File: src/rtl/tcsp_pkg.sv
// ----------------------------------------------------------------------------
// tcsp_pkg
// Shared types and constants of the text command stream parser: result kinds,
// controller states, token phases, characters and the control/status bundles.
// ----------------------------------------------------------------------------
package tcsp_pkg;

	// Input opcodes
	localparam logic OP_BYTE = 1'b0;
	localparam logic OP_DISC = 1'b1;

	// Characters the parser reacts to
	localparam logic [7:0] CH_NAME   = 8'h6E; // n
	localparam logic [7:0] CH_JOIN   = 8'h6A; // j
	localparam logic [7:0] CH_QUIT   = 8'h71; // q
	localparam logic [7:0] CH_MOVE   = 8'h6D; // m
	localparam logic [7:0] CH_ATTACK = 8'h61; // a
	localparam logic [7:0] CH_MINE   = 8'h64; // d
	localparam logic [7:0] CH_SPACE  = 8'h20;
	localparam logic [7:0] CH_NL     = 8'h0A;
	localparam logic [7:0] CH_TAB    = 8'h09;
	localparam logic [7:0] CH_CR     = 8'h0D;
	localparam logic [7:0] CH_PLUS   = 8'h2B;
	localparam logic [7:0] CH_MINUS  = 8'h2D;
	localparam logic [7:0] CH_ZERO   = 8'h30;
	localparam logic [7:0] CH_NINE   = 8'h39;

	// Magnitude limits of an integer field
	localparam logic [31:0] ACC_CAP     = 32'h8000_0001;
	localparam logic [31:0] ACC_NEG_MAX = 32'h8000_0000;
	localparam logic [31:0] ACC_POS_MAX = 32'h7FFF_FFFF;

	// Index of the final integer field of a move message
	localparam logic [1:0] MOVE_LAST_FIELD = 2'd3;
	localparam logic [1:0] FIRST_FIELD     = 2'd0;

	typedef enum logic [2:0] {
		KIND_UNKNOWN = 3'd0,
		KIND_NAME    = 3'd1,
		KIND_JOIN    = 3'd2,
		KIND_QUIT    = 3'd3,
		KIND_MOVE    = 3'd4,
		KIND_ATTACK  = 3'd5,
		KIND_MINE    = 3'd6,
		KIND_DISC    = 3'd7
	} kind_t;

	typedef enum logic [1:0] {
		ST_IDLE  = 2'd0, // awaiting a type byte
		ST_NAME  = 2'd1, // collecting name characters
		ST_FIELD = 2'd2, // decoding integer fields
		ST_EMIT  = 2'd3  // streaming the name out
	} state_t;

	typedef enum logic [1:0] {
		PH_LEAD  = 2'd0,
		PH_SIGN  = 2'd1,
		PH_DIGIT = 2'd2,
		PH_JUNK  = 2'd3
	} phase_t;

	typedef enum logic [1:0] {
		SRC_NONE = 2'd0, // all payload fields zero
		SRC_PAIR = 2'd1, // attack / mine
		SRC_MOVE = 2'd2,
		SRC_NAME = 2'd3
	} src_t;

	// Controller to datapath
	typedef struct packed {
		logic  tok_clear;
		logic  tok_step;
		logic  fld_clear;
		logic  fld_capture;
		logic  name_clear;
		logic  name_push;
		logic  emit_start;
		logic  emit_next;
		logic  out_load;
		kind_t out_kind;
		src_t  out_src;
	} cmd_t;

	// Datapath to controller
	typedef struct packed {
		logic       byte_ws;
		logic       byte_nl;
		logic       byte_sp;
		logic       field_bad;
		logic [1:0] field_idx;
		logic       emit_last;
	} sts_t;

endpackage

File: src/rtl/tcsp_dpath.sv
// ----------------------------------------------------------------------------
// tcsp_dpath
// Datapath: byte classification, integer token decoder, captured fields,
// name buffer with registered read, and the result payload register.
// ----------------------------------------------------------------------------
module tcsp_dpath #(
	parameter int NAME_MAX = 32
) (
	input  logic                                 clk,
	input  logic                                 arst_n,
	input  tcsp_pkg::cmd_t                       cmd,
	input  logic [7:0]                           rx_byte,
	output tcsp_pkg::sts_t                       sts,
	output logic [2:0]                           kind,
	output logic signed [31:0]                   field_a,
	output logic signed [31:0]                   field_b,
	output logic signed [31:0]                   field_c,
	output logic signed [31:0]                   field_d,
	output logic [7:0]                           name_char,
	output logic [$clog2(NAME_MAX + 1) - 1:0]    name_length,
	output logic                                 name_overflow,
	output logic                                 last
);

	localparam int AW = (NAME_MAX > 1) ? $clog2(NAME_MAX) : 1;
	localparam int LW = $clog2(NAME_MAX + 1);
	localparam logic [LW-1:0] NAME_CAP = LW'(NAME_MAX);

	// Token state
	tcsp_pkg::phase_t phase_q, phase_d;
	logic [31:0]      acc_q, acc_d;
	logic             neg_q, neg_d;
	logic             rerr_q, rerr_d;
	logic [1:0]       fidx_q;

	// Earlier integers of the message
	logic [31:0]      cap_q [3];

	// Name buffer
	logic [7:0]       name_mem [NAME_MAX];
	logic [LW-1:0]    name_count_q;
	logic             name_over_q;
	logic [AW-1:0]    emit_idx_q, emit_idx_d;
	logic [7:0]       rd_data_q;

	// Byte classification
	logic             is_digit;
	logic [3:0]       digit;
	logic [35:0]      acc_x10;
	logic [31:0]      value;

	assign is_digit = (rx_byte >= tcsp_pkg::CH_ZERO) && (rx_byte <= tcsp_pkg::CH_NINE);
	assign digit    = 4'(rx_byte - tcsp_pkg::CH_ZERO);

	assign sts.byte_ws   = (rx_byte == tcsp_pkg::CH_SPACE) ||
	                       ((rx_byte >= tcsp_pkg::CH_TAB) && (rx_byte <= tcsp_pkg::CH_CR));
	assign sts.byte_nl   = (rx_byte == tcsp_pkg::CH_NL);
	assign sts.byte_sp   = (rx_byte == tcsp_pkg::CH_SPACE);
	assign sts.field_idx = fidx_q;
	assign sts.field_bad = rerr_q || (phase_q == tcsp_pkg::PH_LEAD) ||
	                       (phase_q == tcsp_pkg::PH_SIGN) ||
	                       (!neg_q && (acc_q > tcsp_pkg::ACC_POS_MAX)) ||
	                       (neg_q && (acc_q > tcsp_pkg::ACC_NEG_MAX));
	assign sts.emit_last = (name_count_q == '0) ||
	                       ((LW'(emit_idx_q) + LW'(1)) == name_count_q);

	// Signed value of the finished token
	assign value = neg_q ? (~acc_q + 32'd1) : acc_q;

	// acc * 10 + digit, wide enough to see the overflow
	assign acc_x10 = ({4'd0, acc_q} << 3) + ({4'd0, acc_q} << 1) + {32'd0, digit};

	// Token decoder next state
	always_comb begin
		phase_d = phase_q;
		acc_d   = acc_q;
		neg_d   = neg_q;
		rerr_d  = rerr_q;
		if (cmd.tok_clear) begin
			phase_d = tcsp_pkg::PH_LEAD;
			acc_d   = '0;
			neg_d   = 1'b0;
			rerr_d  = 1'b0;
		end else if (cmd.tok_step) begin
			if (is_digit && (phase_q != tcsp_pkg::PH_JUNK)) begin
				phase_d = tcsp_pkg::PH_DIGIT;
				if (acc_x10 > {4'd0, tcsp_pkg::ACC_NEG_MAX}) begin
					acc_d  = tcsp_pkg::ACC_CAP;
					rerr_d = 1'b1;
				end else begin
					acc_d = acc_x10[31:0];
				end
			end else if (phase_q == tcsp_pkg::PH_LEAD) begin
				if (sts.byte_ws) begin
					phase_d = tcsp_pkg::PH_LEAD;
				end else if ((rx_byte == tcsp_pkg::CH_PLUS) ||
				             (rx_byte == tcsp_pkg::CH_MINUS)) begin
					neg_d   = (rx_byte == tcsp_pkg::CH_MINUS);
					phase_d = tcsp_pkg::PH_SIGN;
				end else begin
					rerr_d  = 1'b1;
					phase_d = tcsp_pkg::PH_JUNK;
				end
			end else if (phase_q == tcsp_pkg::PH_SIGN) begin
				rerr_d  = 1'b1;
				phase_d = tcsp_pkg::PH_JUNK;
			end else begin
				phase_d = tcsp_pkg::PH_JUNK;
			end
		end
	end

	always_ff @(posedge clk or negedge arst_n) begin
		if (!arst_n) begin
			phase_q <= tcsp_pkg::PH_LEAD;
			acc_q   <= '0;
			neg_q   <= 1'b0;
			rerr_q  <= 1'b0;
		end else begin
			phase_q <= phase_d;
			acc_q   <= acc_d;
			neg_q   <= neg_d;
			rerr_q  <= rerr_d;
		end
	end

	// Field index
	always_ff @(posedge clk or negedge arst_n) begin
		if (!arst_n) begin
			fidx_q <= '0;
		end else if (cmd.fld_clear) begin
			fidx_q <= '0;
		end else if (cmd.fld_capture) begin
			fidx_q <= fidx_q + 2'd1;
		end
	end

	// Captured fields, written at the index of the finished field
	always_ff @(posedge clk) begin
		if (cmd.fld_capture) begin
			cap_q[fidx_q] <= value;
		end
	end

	// Name fill count and overflow
	always_ff @(posedge clk or negedge arst_n) begin
		if (!arst_n) begin
			name_count_q <= '0;
			name_over_q  <= 1'b0;
		end else if (cmd.name_clear) begin
			name_count_q <= '0;
			name_over_q  <= 1'b0;
		end else if (cmd.name_push) begin
			if (name_count_q < NAME_CAP) begin
				name_count_q <= name_count_q + LW'(1);
			end else begin
				name_over_q <= 1'b1;
			end
		end
	end

	// Name memory write port
	always_ff @(posedge clk) begin
		if (cmd.name_push && (name_count_q < NAME_CAP)) begin
			name_mem[name_count_q[AW-1:0]] <= rx_byte;
		end
	end

	// Read index: read data always holds the entry at the current index
	always_comb begin
		emit_idx_d = emit_idx_q;
		if (cmd.emit_start) begin
			emit_idx_d = '0;
		end else if (cmd.emit_next) begin
			emit_idx_d = emit_idx_q + AW'(1);
		end
	end

	always_ff @(posedge clk or negedge arst_n) begin
		if (!arst_n) begin
			emit_idx_q <= '0;
		end else begin
			emit_idx_q <= emit_idx_d;
		end
	end

	always_ff @(posedge clk) begin
		rd_data_q <= name_mem[emit_idx_d];
	end

	// Result payload register
	always_ff @(posedge clk) begin
		if (cmd.out_load) begin
			kind          <= cmd.out_kind;
			field_a       <= '0;
			field_b       <= '0;
			field_c       <= '0;
			field_d       <= '0;
			name_char     <= '0;
			name_length   <= '0;
			name_overflow <= 1'b0;
			last          <= 1'b1;
			case (cmd.out_src)
				tcsp_pkg::SRC_PAIR: begin
					field_a <= cap_q[0];
					field_b <= value;
				end
				tcsp_pkg::SRC_MOVE: begin
					field_a <= cap_q[0];
					field_b <= cap_q[1];
					field_c <= cap_q[2];
					field_d <= value;
				end
				tcsp_pkg::SRC_NAME: begin
					name_char     <= (name_count_q == '0) ? 8'd0 : rd_data_q;
					name_length   <= name_count_q;
					name_overflow <= name_over_q;
					last          <= sts.emit_last;
				end
				default: begin
					last <= 1'b1;
				end
			endcase
		end
	end

endmodule

File: src/rtl/tcsp_ctrl.sv
// ----------------------------------------------------------------------------
// tcsp_ctrl
// Controller: message state machine, input and output handshakes, and the
// command bundle that drives the datapath.
// ----------------------------------------------------------------------------
module tcsp_ctrl (
	input  logic           clk,
	input  logic           arst_n,
	input  logic           in_valid,
	output logic           in_ready,
	input  logic           opcode,
	input  logic [7:0]     rx_byte,
	output logic           out_valid,
	input  logic           out_ready,
	input  tcsp_pkg::sts_t sts,
	output tcsp_pkg::cmd_t cmd
);

	tcsp_pkg::state_t state_q, state_d;
	tcsp_pkg::kind_t  msg_q, msg_d;
	logic             out_valid_q, out_valid_d;
	logic             out_free;
	logic             accept;
	logic             field_last;
	logic             delim_hit;

	assign out_free  = !out_valid_q || out_ready;
	assign in_ready  = (state_q != tcsp_pkg::ST_EMIT) && out_free;
	assign accept    = in_valid && in_ready;
	assign out_valid = out_valid_q;

	// Final field of the message ends at newline, earlier ones at space
	assign field_last = (msg_q == tcsp_pkg::KIND_MOVE) ?
	                    (sts.field_idx == tcsp_pkg::MOVE_LAST_FIELD) :
	                    (sts.field_idx != tcsp_pkg::FIRST_FIELD);
	assign delim_hit  = field_last ? sts.byte_nl : sts.byte_sp;

	// State registers
	always_ff @(posedge clk or negedge arst_n) begin
		if (!arst_n) begin
			state_q     <= tcsp_pkg::ST_IDLE;
			msg_q       <= tcsp_pkg::KIND_UNKNOWN;
			out_valid_q <= 1'b0;
		end else begin
			state_q     <= state_d;
			msg_q       <= msg_d;
			out_valid_q <= out_valid_d;
		end
	end

	// Next state and datapath commands
	always_comb begin
		state_d         = state_q;
		msg_d           = msg_q;
		cmd.tok_clear   = 1'b0;
		cmd.tok_step    = 1'b0;
		cmd.fld_clear   = 1'b0;
		cmd.fld_capture = 1'b0;
		cmd.name_clear  = 1'b0;
		cmd.name_push   = 1'b0;
		cmd.emit_start  = 1'b0;
		cmd.emit_next   = 1'b0;
		cmd.out_load    = 1'b0;
		cmd.out_kind    = tcsp_pkg::KIND_UNKNOWN;
		cmd.out_src     = tcsp_pkg::SRC_NONE;

		if (accept && (opcode == tcsp_pkg::OP_DISC)) begin
			// disconnect: report it, parser state untouched
			cmd.out_load = 1'b1;
			cmd.out_kind = tcsp_pkg::KIND_DISC;
		end else begin
			unique case (state_q)
				tcsp_pkg::ST_IDLE: begin
					if (accept && !sts.byte_ws) begin
						cmd.tok_clear  = 1'b1;
						cmd.fld_clear  = 1'b1;
						cmd.name_clear = 1'b1;
						unique case (rx_byte)
							tcsp_pkg::CH_NAME: begin
								state_d = tcsp_pkg::ST_NAME;
							end
							tcsp_pkg::CH_MOVE: begin
								state_d = tcsp_pkg::ST_FIELD;
								msg_d   = tcsp_pkg::KIND_MOVE;
							end
							tcsp_pkg::CH_ATTACK: begin
								state_d = tcsp_pkg::ST_FIELD;
								msg_d   = tcsp_pkg::KIND_ATTACK;
							end
							tcsp_pkg::CH_MINE: begin
								state_d = tcsp_pkg::ST_FIELD;
								msg_d   = tcsp_pkg::KIND_MINE;
							end
							tcsp_pkg::CH_JOIN: begin
								cmd.out_load = 1'b1;
								cmd.out_kind = tcsp_pkg::KIND_JOIN;
							end
							tcsp_pkg::CH_QUIT: begin
								cmd.out_load = 1'b1;
								cmd.out_kind = tcsp_pkg::KIND_QUIT;
							end
							default: begin
								cmd.out_load = 1'b1;
								cmd.out_kind = tcsp_pkg::KIND_UNKNOWN;
							end
						endcase
					end
				end
				tcsp_pkg::ST_NAME: begin
					if (accept) begin
						if (sts.byte_nl) begin
							state_d        = tcsp_pkg::ST_EMIT;
							cmd.emit_start = 1'b1;
						end else begin
							cmd.name_push = 1'b1;
						end
					end
				end
				tcsp_pkg::ST_FIELD: begin
					if (accept) begin
						if (!delim_hit) begin
							cmd.tok_step = 1'b1;
						end else if (sts.field_bad) begin
							// bad field drops the whole message
							state_d = tcsp_pkg::ST_IDLE;
						end else if (!field_last) begin
							cmd.fld_capture = 1'b1;
							cmd.tok_clear   = 1'b1;
						end else begin
							state_d      = tcsp_pkg::ST_IDLE;
							cmd.out_load = 1'b1;
							cmd.out_kind = msg_q;
							cmd.out_src  = (msg_q == tcsp_pkg::KIND_MOVE) ?
							               tcsp_pkg::SRC_MOVE : tcsp_pkg::SRC_PAIR;
						end
					end
				end
				tcsp_pkg::ST_EMIT: begin
					// one name character per transfer
					if (out_free) begin
						cmd.out_load  = 1'b1;
						cmd.out_kind  = tcsp_pkg::KIND_NAME;
						cmd.out_src   = tcsp_pkg::SRC_NAME;
						cmd.emit_next = 1'b1;
						if (sts.emit_last) begin
							state_d = tcsp_pkg::ST_IDLE;
						end
					end
				end
				default: begin
					state_d = tcsp_pkg::ST_IDLE;
				end
			endcase
		end
	end

	// Output valid register
	always_comb begin
		out_valid_d = out_valid_q;
		if (cmd.out_load) begin
			out_valid_d = 1'b1;
		end else if (out_ready) begin
			out_valid_d = 1'b0;
		end
	end

`ifndef SYNTHESIS
	// A pending result is never overwritten
	a_no_overwrite: assert property (@(posedge clk) disable iff (!arst_n)
		cmd.out_load |-> (!out_valid_q || out_ready))
		else $error("result register loaded while a result is pending");

	// The last name character returns the controller to idle
	a_emit_done: assert property (@(posedge clk) disable iff (!arst_n)
		(state_q == tcsp_pkg::ST_EMIT && cmd.out_load && sts.emit_last)
		|=> (state_q == tcsp_pkg::ST_IDLE))
		else $error("name run did not end at its last character");

	// A newline in a name always starts a name run
	a_emit_start: assert property (@(posedge clk) disable iff (!arst_n)
		(state_q == tcsp_pkg::ST_NAME && accept && opcode == tcsp_pkg::OP_BYTE
		 && sts.byte_nl) |=> (state_q == tcsp_pkg::ST_EMIT && !in_ready))
		else $error("name delimiter did not start emission");

	// Every loaded result shows up on the output channel
	a_load_valid: assert property (@(posedge clk) disable iff (!arst_n)
		cmd.out_load |=> out_valid)
		else $error("loaded result not presented");
`endif

endmodule

File: src/rtl/text_command_stream_parser_top.sv
// ----------------------------------------------------------------------------
// text_command_stream_parser_top
// Parses a byte stream of text commands into typed result items.
// ----------------------------------------------------------------------------
// Input channel (in_valid/in_ready): one transfer carries either a received
// byte (opcode 0, rx_byte) or a client disconnect event (opcode 1).
// Output channel (out_valid/out_ready): one transfer carries one result item
// (kind, field_a..field_d, name_char, name_length, name_overflow, last).
// Throughput: one input byte per cycle while results are taken. A byte that
// completes a join, quit, unknown, move, attack, mine or disconnect result
// has its result registered and on the output in the cycle after the transfer.
// A newline that ends a name starts a run of max(1, N) name results, one per
// cycle while results are taken, from the name buffer's registered read port;
// each passes through the read data register and then the result register.
// Input is held off for that run (N = kept characters).
// Receiver stall: the output register holds its result and input is refused
// until the result is taken. Reset clears the parser to the awaiting-type
// state with no result pending; the name buffer needs no clearing.
// ----------------------------------------------------------------------------
module text_command_stream_parser_top #(
	parameter int NAME_MAX = 32
) (
	input  logic                              clk,
	input  logic                              arst_n,
	input  logic                              in_valid,
	output logic                              in_ready,
	input  logic                              opcode,
	input  logic [7:0]                        rx_byte,
	output logic                              out_valid,
	input  logic                              out_ready,
	output logic [2:0]                        kind,
	output logic signed [31:0]                field_a,
	output logic signed [31:0]                field_b,
	output logic signed [31:0]                field_c,
	output logic signed [31:0]                field_d,
	output logic [7:0]                        name_char,
	output logic [$clog2(NAME_MAX + 1) - 1:0] name_length,
	output logic                              name_overflow,
	output logic                              last
);

	tcsp_pkg::cmd_t cmd;
	tcsp_pkg::sts_t sts;

	// Message controller
	tcsp_ctrl u_ctrl (
		.clk       (clk),
		.arst_n    (arst_n),
		.in_valid  (in_valid),
		.in_ready  (in_ready),
		.opcode    (opcode),
		.rx_byte   (rx_byte),
		.out_valid (out_valid),
		.out_ready (out_ready),
		.sts       (sts),
		.cmd       (cmd)
	);

	// Token decoder, buffers and result register
	tcsp_dpath #(
		.NAME_MAX (NAME_MAX)
	) u_dpath (
		.clk           (clk),
		.arst_n        (arst_n),
		.cmd           (cmd),
		.rx_byte       (rx_byte),
		.sts           (sts),
		.kind          (kind),
		.field_a       (field_a),
		.field_b       (field_b),
		.field_c       (field_c),
		.field_d       (field_d),
		.name_char     (name_char),
		.name_length   (name_length),
		.name_overflow (name_overflow),
		.last          (last)
	);

endmodule
File: config.mk
export PLATFORM = sky130hd
export DESIGN_NAME = text_command_stream_parser_top
export DESIGN_NICKNAME = d
export VERILOG_FILES = /design/src/rtl/tcsp_pkg.sv /design/src/rtl/tcsp_dpath.sv /design/src/rtl/tcsp_ctrl.sv /design/src/rtl/text_command_stream_parser_top.sv
export SDC_FILE = /design/constraint.sdc
export NUM_CORES = 1
export LEC_CHECK = 0
export BUFFER_PORTS_ARGS = -buffer_cell sky130_fd_sc_hd__buf_2
export CORE_MARGIN = 10
export CORE_UTILIZATION = 28
export CTS_BUF_LIST = sky130_fd_sc_hd__clkbuf_4
export DETAILED_ROUTE_END_ITERATION = 8
export SLEW_MARGIN = 10
export SYNTH_ARGS = -nofsm -noshare
export SYNTH_HDL_FRONTEND = slang
export SYNTH_SLANG_ARGS = --single-unit
File: constraint.sdc
create_clock -name clk -period 16.8 [get_ports clk]
set_clock_uncertainty 0.05 [all_clocks]
set_input_delay 2.52 -clock clk [delete_from_list [all_inputs] [get_ports clk]]
set_output_delay 2.52 -clock clk [all_outputs]
set_load 0.01 [all_outputs]
# Word-level counts from Yosys, hierarchy flattened
# Memory sizes are Yosys's and may differ from the RTL's. A register that Yosys moved wholly into a read port is not among the register bits.
# Index checks and enable logic that the tools add are counted.
# word_totals
ff_bits,139
mem_bits_rw,352
in_bits,13
out_inout_bits,149
wordCells,209
n_memories,2
# mem_list
memory,depth,width,rd,rd_ports_with_merged_regs,write_ports,line,source
u_dpath.name_mem,32,8,1,1,1,tcsp_dpath.sv:40,logic [7:0] name_mem [NAME_MAX];
u_dpath.cap_q,3,32,3,2,1,tcsp_dpath.sv:37,logic [31:0] cap_q [3];
# op_classes
add_sub_neg,8
magnitude_cmp,8
n_eq_ne,37
mux,85
bitwise_logic,3
n_reduce_logical,48
# op_table
operator,count
2-to-1 mux 32 bit,5
case mux 32 bit (2 select lines),1
== test 8 x 7 -> 1 bit (second input constant),6
2-to-1 mux 2 bit,22
2-to-1 mux 6 bit,7
2-to-1 mux 1 bit,37
adder 35 x 33 -> 36 bit,1
adder 36 x 4 -> 36 bit,1
> comparator 36 x 32 -> 1 bit (second input constant),1
adder 32 x 1 -> 32 bit (second input constant),1
> comparator 32 x 31 -> 1 bit (second input constant),1
> comparator 32 bit (second input constant),1
NOT 32 bit,1
== test 8 x 6 -> 1 bit (second input constant),3
case mux 4 bit (3 select lines),2
nonzero test 2 bit,9
!= test 2 x 1 -> 1 bit (second input constant),6
!= test 2 bit (second input constant),6
== test 2 bit (second input constant),5
logical AND 1 bit,10
2-to-1 mux 5 bit,2
AND reduction 10 bit,1
AND reduction 5 bit,2
case mux 3 bit (3 select lines),1
other kinds (35),57

# Longest topological paths before layout
# depth
ltp_word,13
depth_mapped,16
ltp_nobuf,14

# Hierarchy
# A second synthesis with hierarchy kept.
# hier_totals
cells_unflattened,2057
hier_area_um2,25458.2
# by_module_without_submodules
mod,n_inst,cells_per_inst,area_each_um2,seq_area_each_um2
tcsp_dpath,1,1968,24767.5,16395.7
tcsp_ctrl,1,89,690.7,150.1

# Worst setup path before layout
# OpenSTA, ideal clock, no wires.
# synth_path
kind,input -> register
startpoint,in rx_byte[7]
endpoint,reg u_dpath.field_a[0] (enable)
setup_time_ps,1907
arrival_ps,7560
required_ps,14843
slack_ps,7283
stages,7
n_path_buf,0
cell_sequence,or3_1 -> nor2_1 -> a22oi_1 -> nor2_1 -> a211oi_1 -> nand2_1 -> nand4_1
# synth_via
elab_chain_len,9
elab_cells_between_ends,28
classes_between,2 x order compare; 10 x eq/ne; 9 x mux; 7 x reduce/logical
# synth_lines
item,line,source
start: declaration,text_command_stream_parser_top.sv:28,"input logic [7:0] rx_byte,"
== test 8 x 6 -> 1 bit / == test 8 x 4 -> 1 bit (equally long branches),"tcsp_dpath.sv:55, tcsp_dpath.sv:58, tcsp_dpath.sv:57",
2-to-1 mux 1 bit,tcsp_ctrl.sv:36,assign delim_hit = field_last ? sts.byte_nl : sts.byte_sp;
2-to-1 mux 6 bit,tcsp_ctrl.sv:121,if (!delim_hit) begin
2-to-1 mux 6 bit,tcsp_ctrl.sv:120,if (accept) begin
case mux 2 bit (2 select lines),-,
2-to-1 mux 2 bit,-,
== test 2 x 1 -> 1 bit / == test 2 bit (equally long branches),-,
OR reduction 2 bit (no source line),-,
zero test 1 bit (no source line),-,
end signal: assignment,tcsp_dpath.sv:205,field_a <= cap_q[0];
end signal: assignment,tcsp_dpath.sv:209,field_a <= cap_q[0];
end: declaration,tcsp_dpath.sv:15,"output logic signed [31:0] field_a,"
# Parallel ways exist; a longest one is shown, timed or not.
# A chain may end at the register's enable or synchronous reset.

# Worst setup path in the final report
# layout_path
startpoint,in rx_byte[3]
endpoint,reg u_dpath.acc_q[5]
# layout_via
elab_chain_len,10
elab_cells_between_ends,30
classes_between,2 x add/sub; 5 x order compare; 2 x eq/ne; 12 x mux; 9 x reduce/logical
# layout_lines
item,line,source
"parallel branches: the longest is 10 deep, another holds adder 36 x 4 -> 36 bit",-,
end signal: assignment,tcsp_dpath.sv:116,acc_q <= '0;
end signal: assignment,tcsp_dpath.sv:121,acc_q <= acc_d;
end: declaration,tcsp_dpath.sv:31,"logic [31:0] acc_q, acc_d;"
# Parallel ways; which one is timed is not known. The select of a mux whose other input is x is not followed.

==> results.yml <==
run_status:
  status: "finished clean"
clocking:
  cts.sinks: 563
  cts_tree: "built"
  postCtsHoldBufs: 0
  clkLatencyLatePin_ns: 0.95
  cts_htree_levels: 4
  clkTransAtPathRegs_ns: 0.06
  cts_made_buffers: 140
  post_cts_buffers: 0
  cts_root_buffer: "clkbuf_4"
  ctsLongestPathBuffers: 3
  cts_resized: 0
run:
  drv_cap: 0
logic_synthesis:
  synth_area_mm2: 0.0251
  ys_seq_elements: 563
  avgSynthCellArea_um2: 13.0
  ys_seq_area_frac: 0.659
  syn_nets: 2018
  synth_edf_count: 499
  synth_cells: 1927
  async_flop_share: 0.0995
  synth_cell_types: 79
  synth_warnings: 0
  synthFlopType: "edfxtp_1"
global_routing:
  grt_pass1_wl_um: 101000
  grtUsageTotal: 0.125
  antenna_found_initial: 5
  grt_remaining_overflow: 0
  grt_pass1_vias: 17100
  grt_max_degree: 110
power:
  pwr-share-seq: 0.517
  switchingPower_uw: 851
  p_per_area_mw_per_mm2: 111
  p_int_uw: 2360
  power_uw: 3210
  p_comb_frac: 0.117
  swShare: 0.265
  max-vdd-ir-drop_mv: 0.0494
  clockPowerShare: 0.366
  p_leak_uw: 0.0105
floorplanning:
  rows: 109
  die_w_um: 319
  initial_core_util: 0.283
  core_area_mm2: 0.0886
  ioPinCount: 162
  die-area_mm2: 0.102
  die_h_um: 319
sta:
  setup_violations: 0
  fin_tns_setup_ns: 0
  finalMaxSlewViolations: 0
  slew_headroom: 0.194
  period_needed_ns: 6.69
  rsz0062_at_grt: "false"
  hold_violations: 0
  fmax_mhz: 149
  whs_ns: 0.420
  tightestPinTransition_ns: 1.21
  period_share: 0.398
setup_path:
  worst_r2r_endpoint: "u_dpath.field_b[22]"
  reg2reg_slack_ns: 10.51
  critPathLaunchType: "input port"
  r2r_cells: 11
  path_class: "in -> reg"
  r2r-start: "u_dpath.acc_q[0]"
  cp.required_ns: 17.57
  critPathCaptureType: "register"
  crit_fanout: 44
  crit_arrival_ns: 7.46
placement:
  io_buffers: 161
  globalplace.congestion: 0.906
  hpwl_um: 42900
  placed_area_mm2: 0.0272
layout:
  nNetsFinal: 2245
  fillers: 8771
  stdcell_area_mm2: 0.0290
  fin_util: 0.327
  layout-area-overhead-vs-synth_pct: 15.5
  drive_gt1_frac: 0.202
  regArea_mm2: 0.0165
  multi_input_area_mm2: 0.00805
worst_hold_path:
  holdPathStages: 2
  hold_end: "u_ctrl.msg_q[2]"
  holdCritPathClass: "reg -> reg"
  hold_start: "u_ctrl.msg_q[2]"
drt:
  num_vias: 17000
  wl_met1_um: 29100
  first_pass_iters: 6
  maxUsedRoutingLayer: "met5"
  drc: 0
  wl_um: 65800
  met3_length_um: 4130
  wl_per_cell_um: 19.2
  drt_iter0_drc: 1376
  vias_per_cell: 4.97
  antenna_left: 0
  route.met2.wl_um: 31400
==> critical path, stage by stage <==
cell and delay (ns):
buf_2 0.08, buf_4 0.41, inv_1 0.14, fa_1 0.61
inv_1 0.06, ha_1 0.32, a211oi_2 0.28, o21ai_2 0.15
a211o_1 0.37, a31oi_1 0.38, nand2_1 0.11, a41oi_1 0.34
o221a_2 0.27, nand4_1 0.80, o31ai_1 0.54
==> power by group through the flow <==
stage	combinational [uW]	sequential, uW	clock [uW]
4_1_cts	382	1660	1210
3_5_place_dp	381	1690	0
3_3_place_gp	375	1690	0
5_1_grt	411	1670	1280
2_1_floorplan	180	1730	0
6_report	375	1660	1170
==> stage by stage <==
step                      cells  worst slack, ns
after global routing       3420             9.95
final                      3420            10.11
after detailed placement   3177             9.24
after global placement     3177             9.38
after floorplan            1927             7.28
after CTS                  3419            10.31
==> routing by layer <==
metal | up-vias | track usage
met1 | 8506 | 0.162
met2 | 519 | 0.202
met3 | 92 | 0.0362
met5 | - | 0
met4 | 6 | 0.0395
li1 | 7882 | -
==> cell families (layout without fill, tap and decap cells) <==
kind of cell,count (synthesis),in the layout,share of synthesized area
compound gates,404,404,0.120
simple gates,670,670,0.133
other cells,0,1,0
buf+inv,137,464,0.0217
fa+ha+maj,78,78,0.0395
flops,563,563,0.659
xor+xnor,63,63,0.0220
mux,12,12,0.00498
==> synthesized netlist by cell type, drive strengths merged, types with 44 or more instances <==
library cell / n / area (um^2)
ha: 76 / 951
dfrtp: 56 / 1400
and2: 86 / 538
a21oi: 65 / 348
nor2: 121 / 454
xnor2: 49 / 429
edfxtp: 499 / 15000
o21ai: 57 / 289
nor2b: 44 / 275
o221ai: 66 / 578
nand3: 59 / 295
clkbuf: 81 / 305
nand2: 214 / 803
==> layout by cell type, fill, tap and decap left out, types with 12 or more instances in the layout <==
| master | netlist | final |
|---|---|---|
| o221ai_1 | 66 | 66 |
| nand4_1 | 14 | 14 |
| nand3_1 | 59 | 59 |
| or3_1 | 13 | 13 |
| and3_1 | 28 | 28 |
| clkinv_1 | 1 | 28 |
| buf_4 | 0 | 29 |
| nor2b_1 | 44 | 44 |
| clkbuf_4 | 0 | 193 |
| nor3_1 | 27 | 26 |
| o31ai_1 | 24 | 24 |
| ha_1 | 76 | 75 |
| a32o_1 | 16 | 16 |
| nand2_1 | 214 | 212 |
| xor2_1 | 14 | 14 |
| and2_1 | 86 | 86 |
| dfrtp_1 | 56 | 56 |
| inv_1 | 31 | 29 |
| buf_2 | 11 | 161 |
| clkinv_2 | 0 | 12 |
| a21o_1 | 19 | 18 |
| xnor2_1 | 49 | 48 |
| a311oi_1 | 32 | 32 |
| edfxtp_1 | 499 | 499 |
| a21oi_1 | 61 | 61 |
| a22oi_1 | 37 | 37 |
| o21a_1 | 17 | 17 |
| nor2_1 | 121 | 121 |
| o21ai_0 | 54 | 54 |
==> how the worst max path moves through the flow <==
stage                     startpoint  slack, ns                  to
after floorplan           rx_byte[7]       7.28  u_dpath.field_a[0]
after global placement    rx_byte[3]       9.38    u_dpath.acc_q[3]
after detailed placement  rx_byte[3]       9.24    u_dpath.acc_q[5]
after CTS                 rx_byte[3]      10.31    u_dpath.acc_q[5]
after global routing      rx_byte[3]       9.95    u_dpath.acc_q[5]
final                     rx_byte[3]      10.11    u_dpath.acc_q[5]
==> state kept, by name (all words and copies together) (netlist names) <==
name and flops:
u_ctrl.out_valid 1, u_dpath.name_char 8, u_dpath.fidx_q 2, u_dpath.field_a 32, u_dpath.phase_q 2, u_dpath.last 1, u_dpath.rd_data_q 8, u_dpath.name_length 6
u_dpath.cap_q 96, u_ctrl.msg_q 3, u_dpath.field_b 32, u_dpath.name_count_q 6, u_dpath.rerr_q 1, u_dpath.name_mem 256, u_dpath.name_overflow 1, u_dpath.acc_q 32
u_dpath.kind 3, u_ctrl.state_q 2, u_dpath.emit_idx_q 5, u_dpath.field_d 32, u_dpath.name_over_q 1, u_dpath.neg_q 1, u_dpath.field_c 32
==> area by class of cell <==
cell class	count	area share
Antenna cell	1	0.0000862
Clock buffer	193	0.0499
Clock inverter	49	0.0127
Inverter	32	0.00418
Multi-Input combinational cell	1227	0.277
Sequential cell	563	0.570
Tap cell	1165	0.0502
Timing Repair Buffer	190	0.0353
No activity file was read; power rests on OpenSTA's default activity.
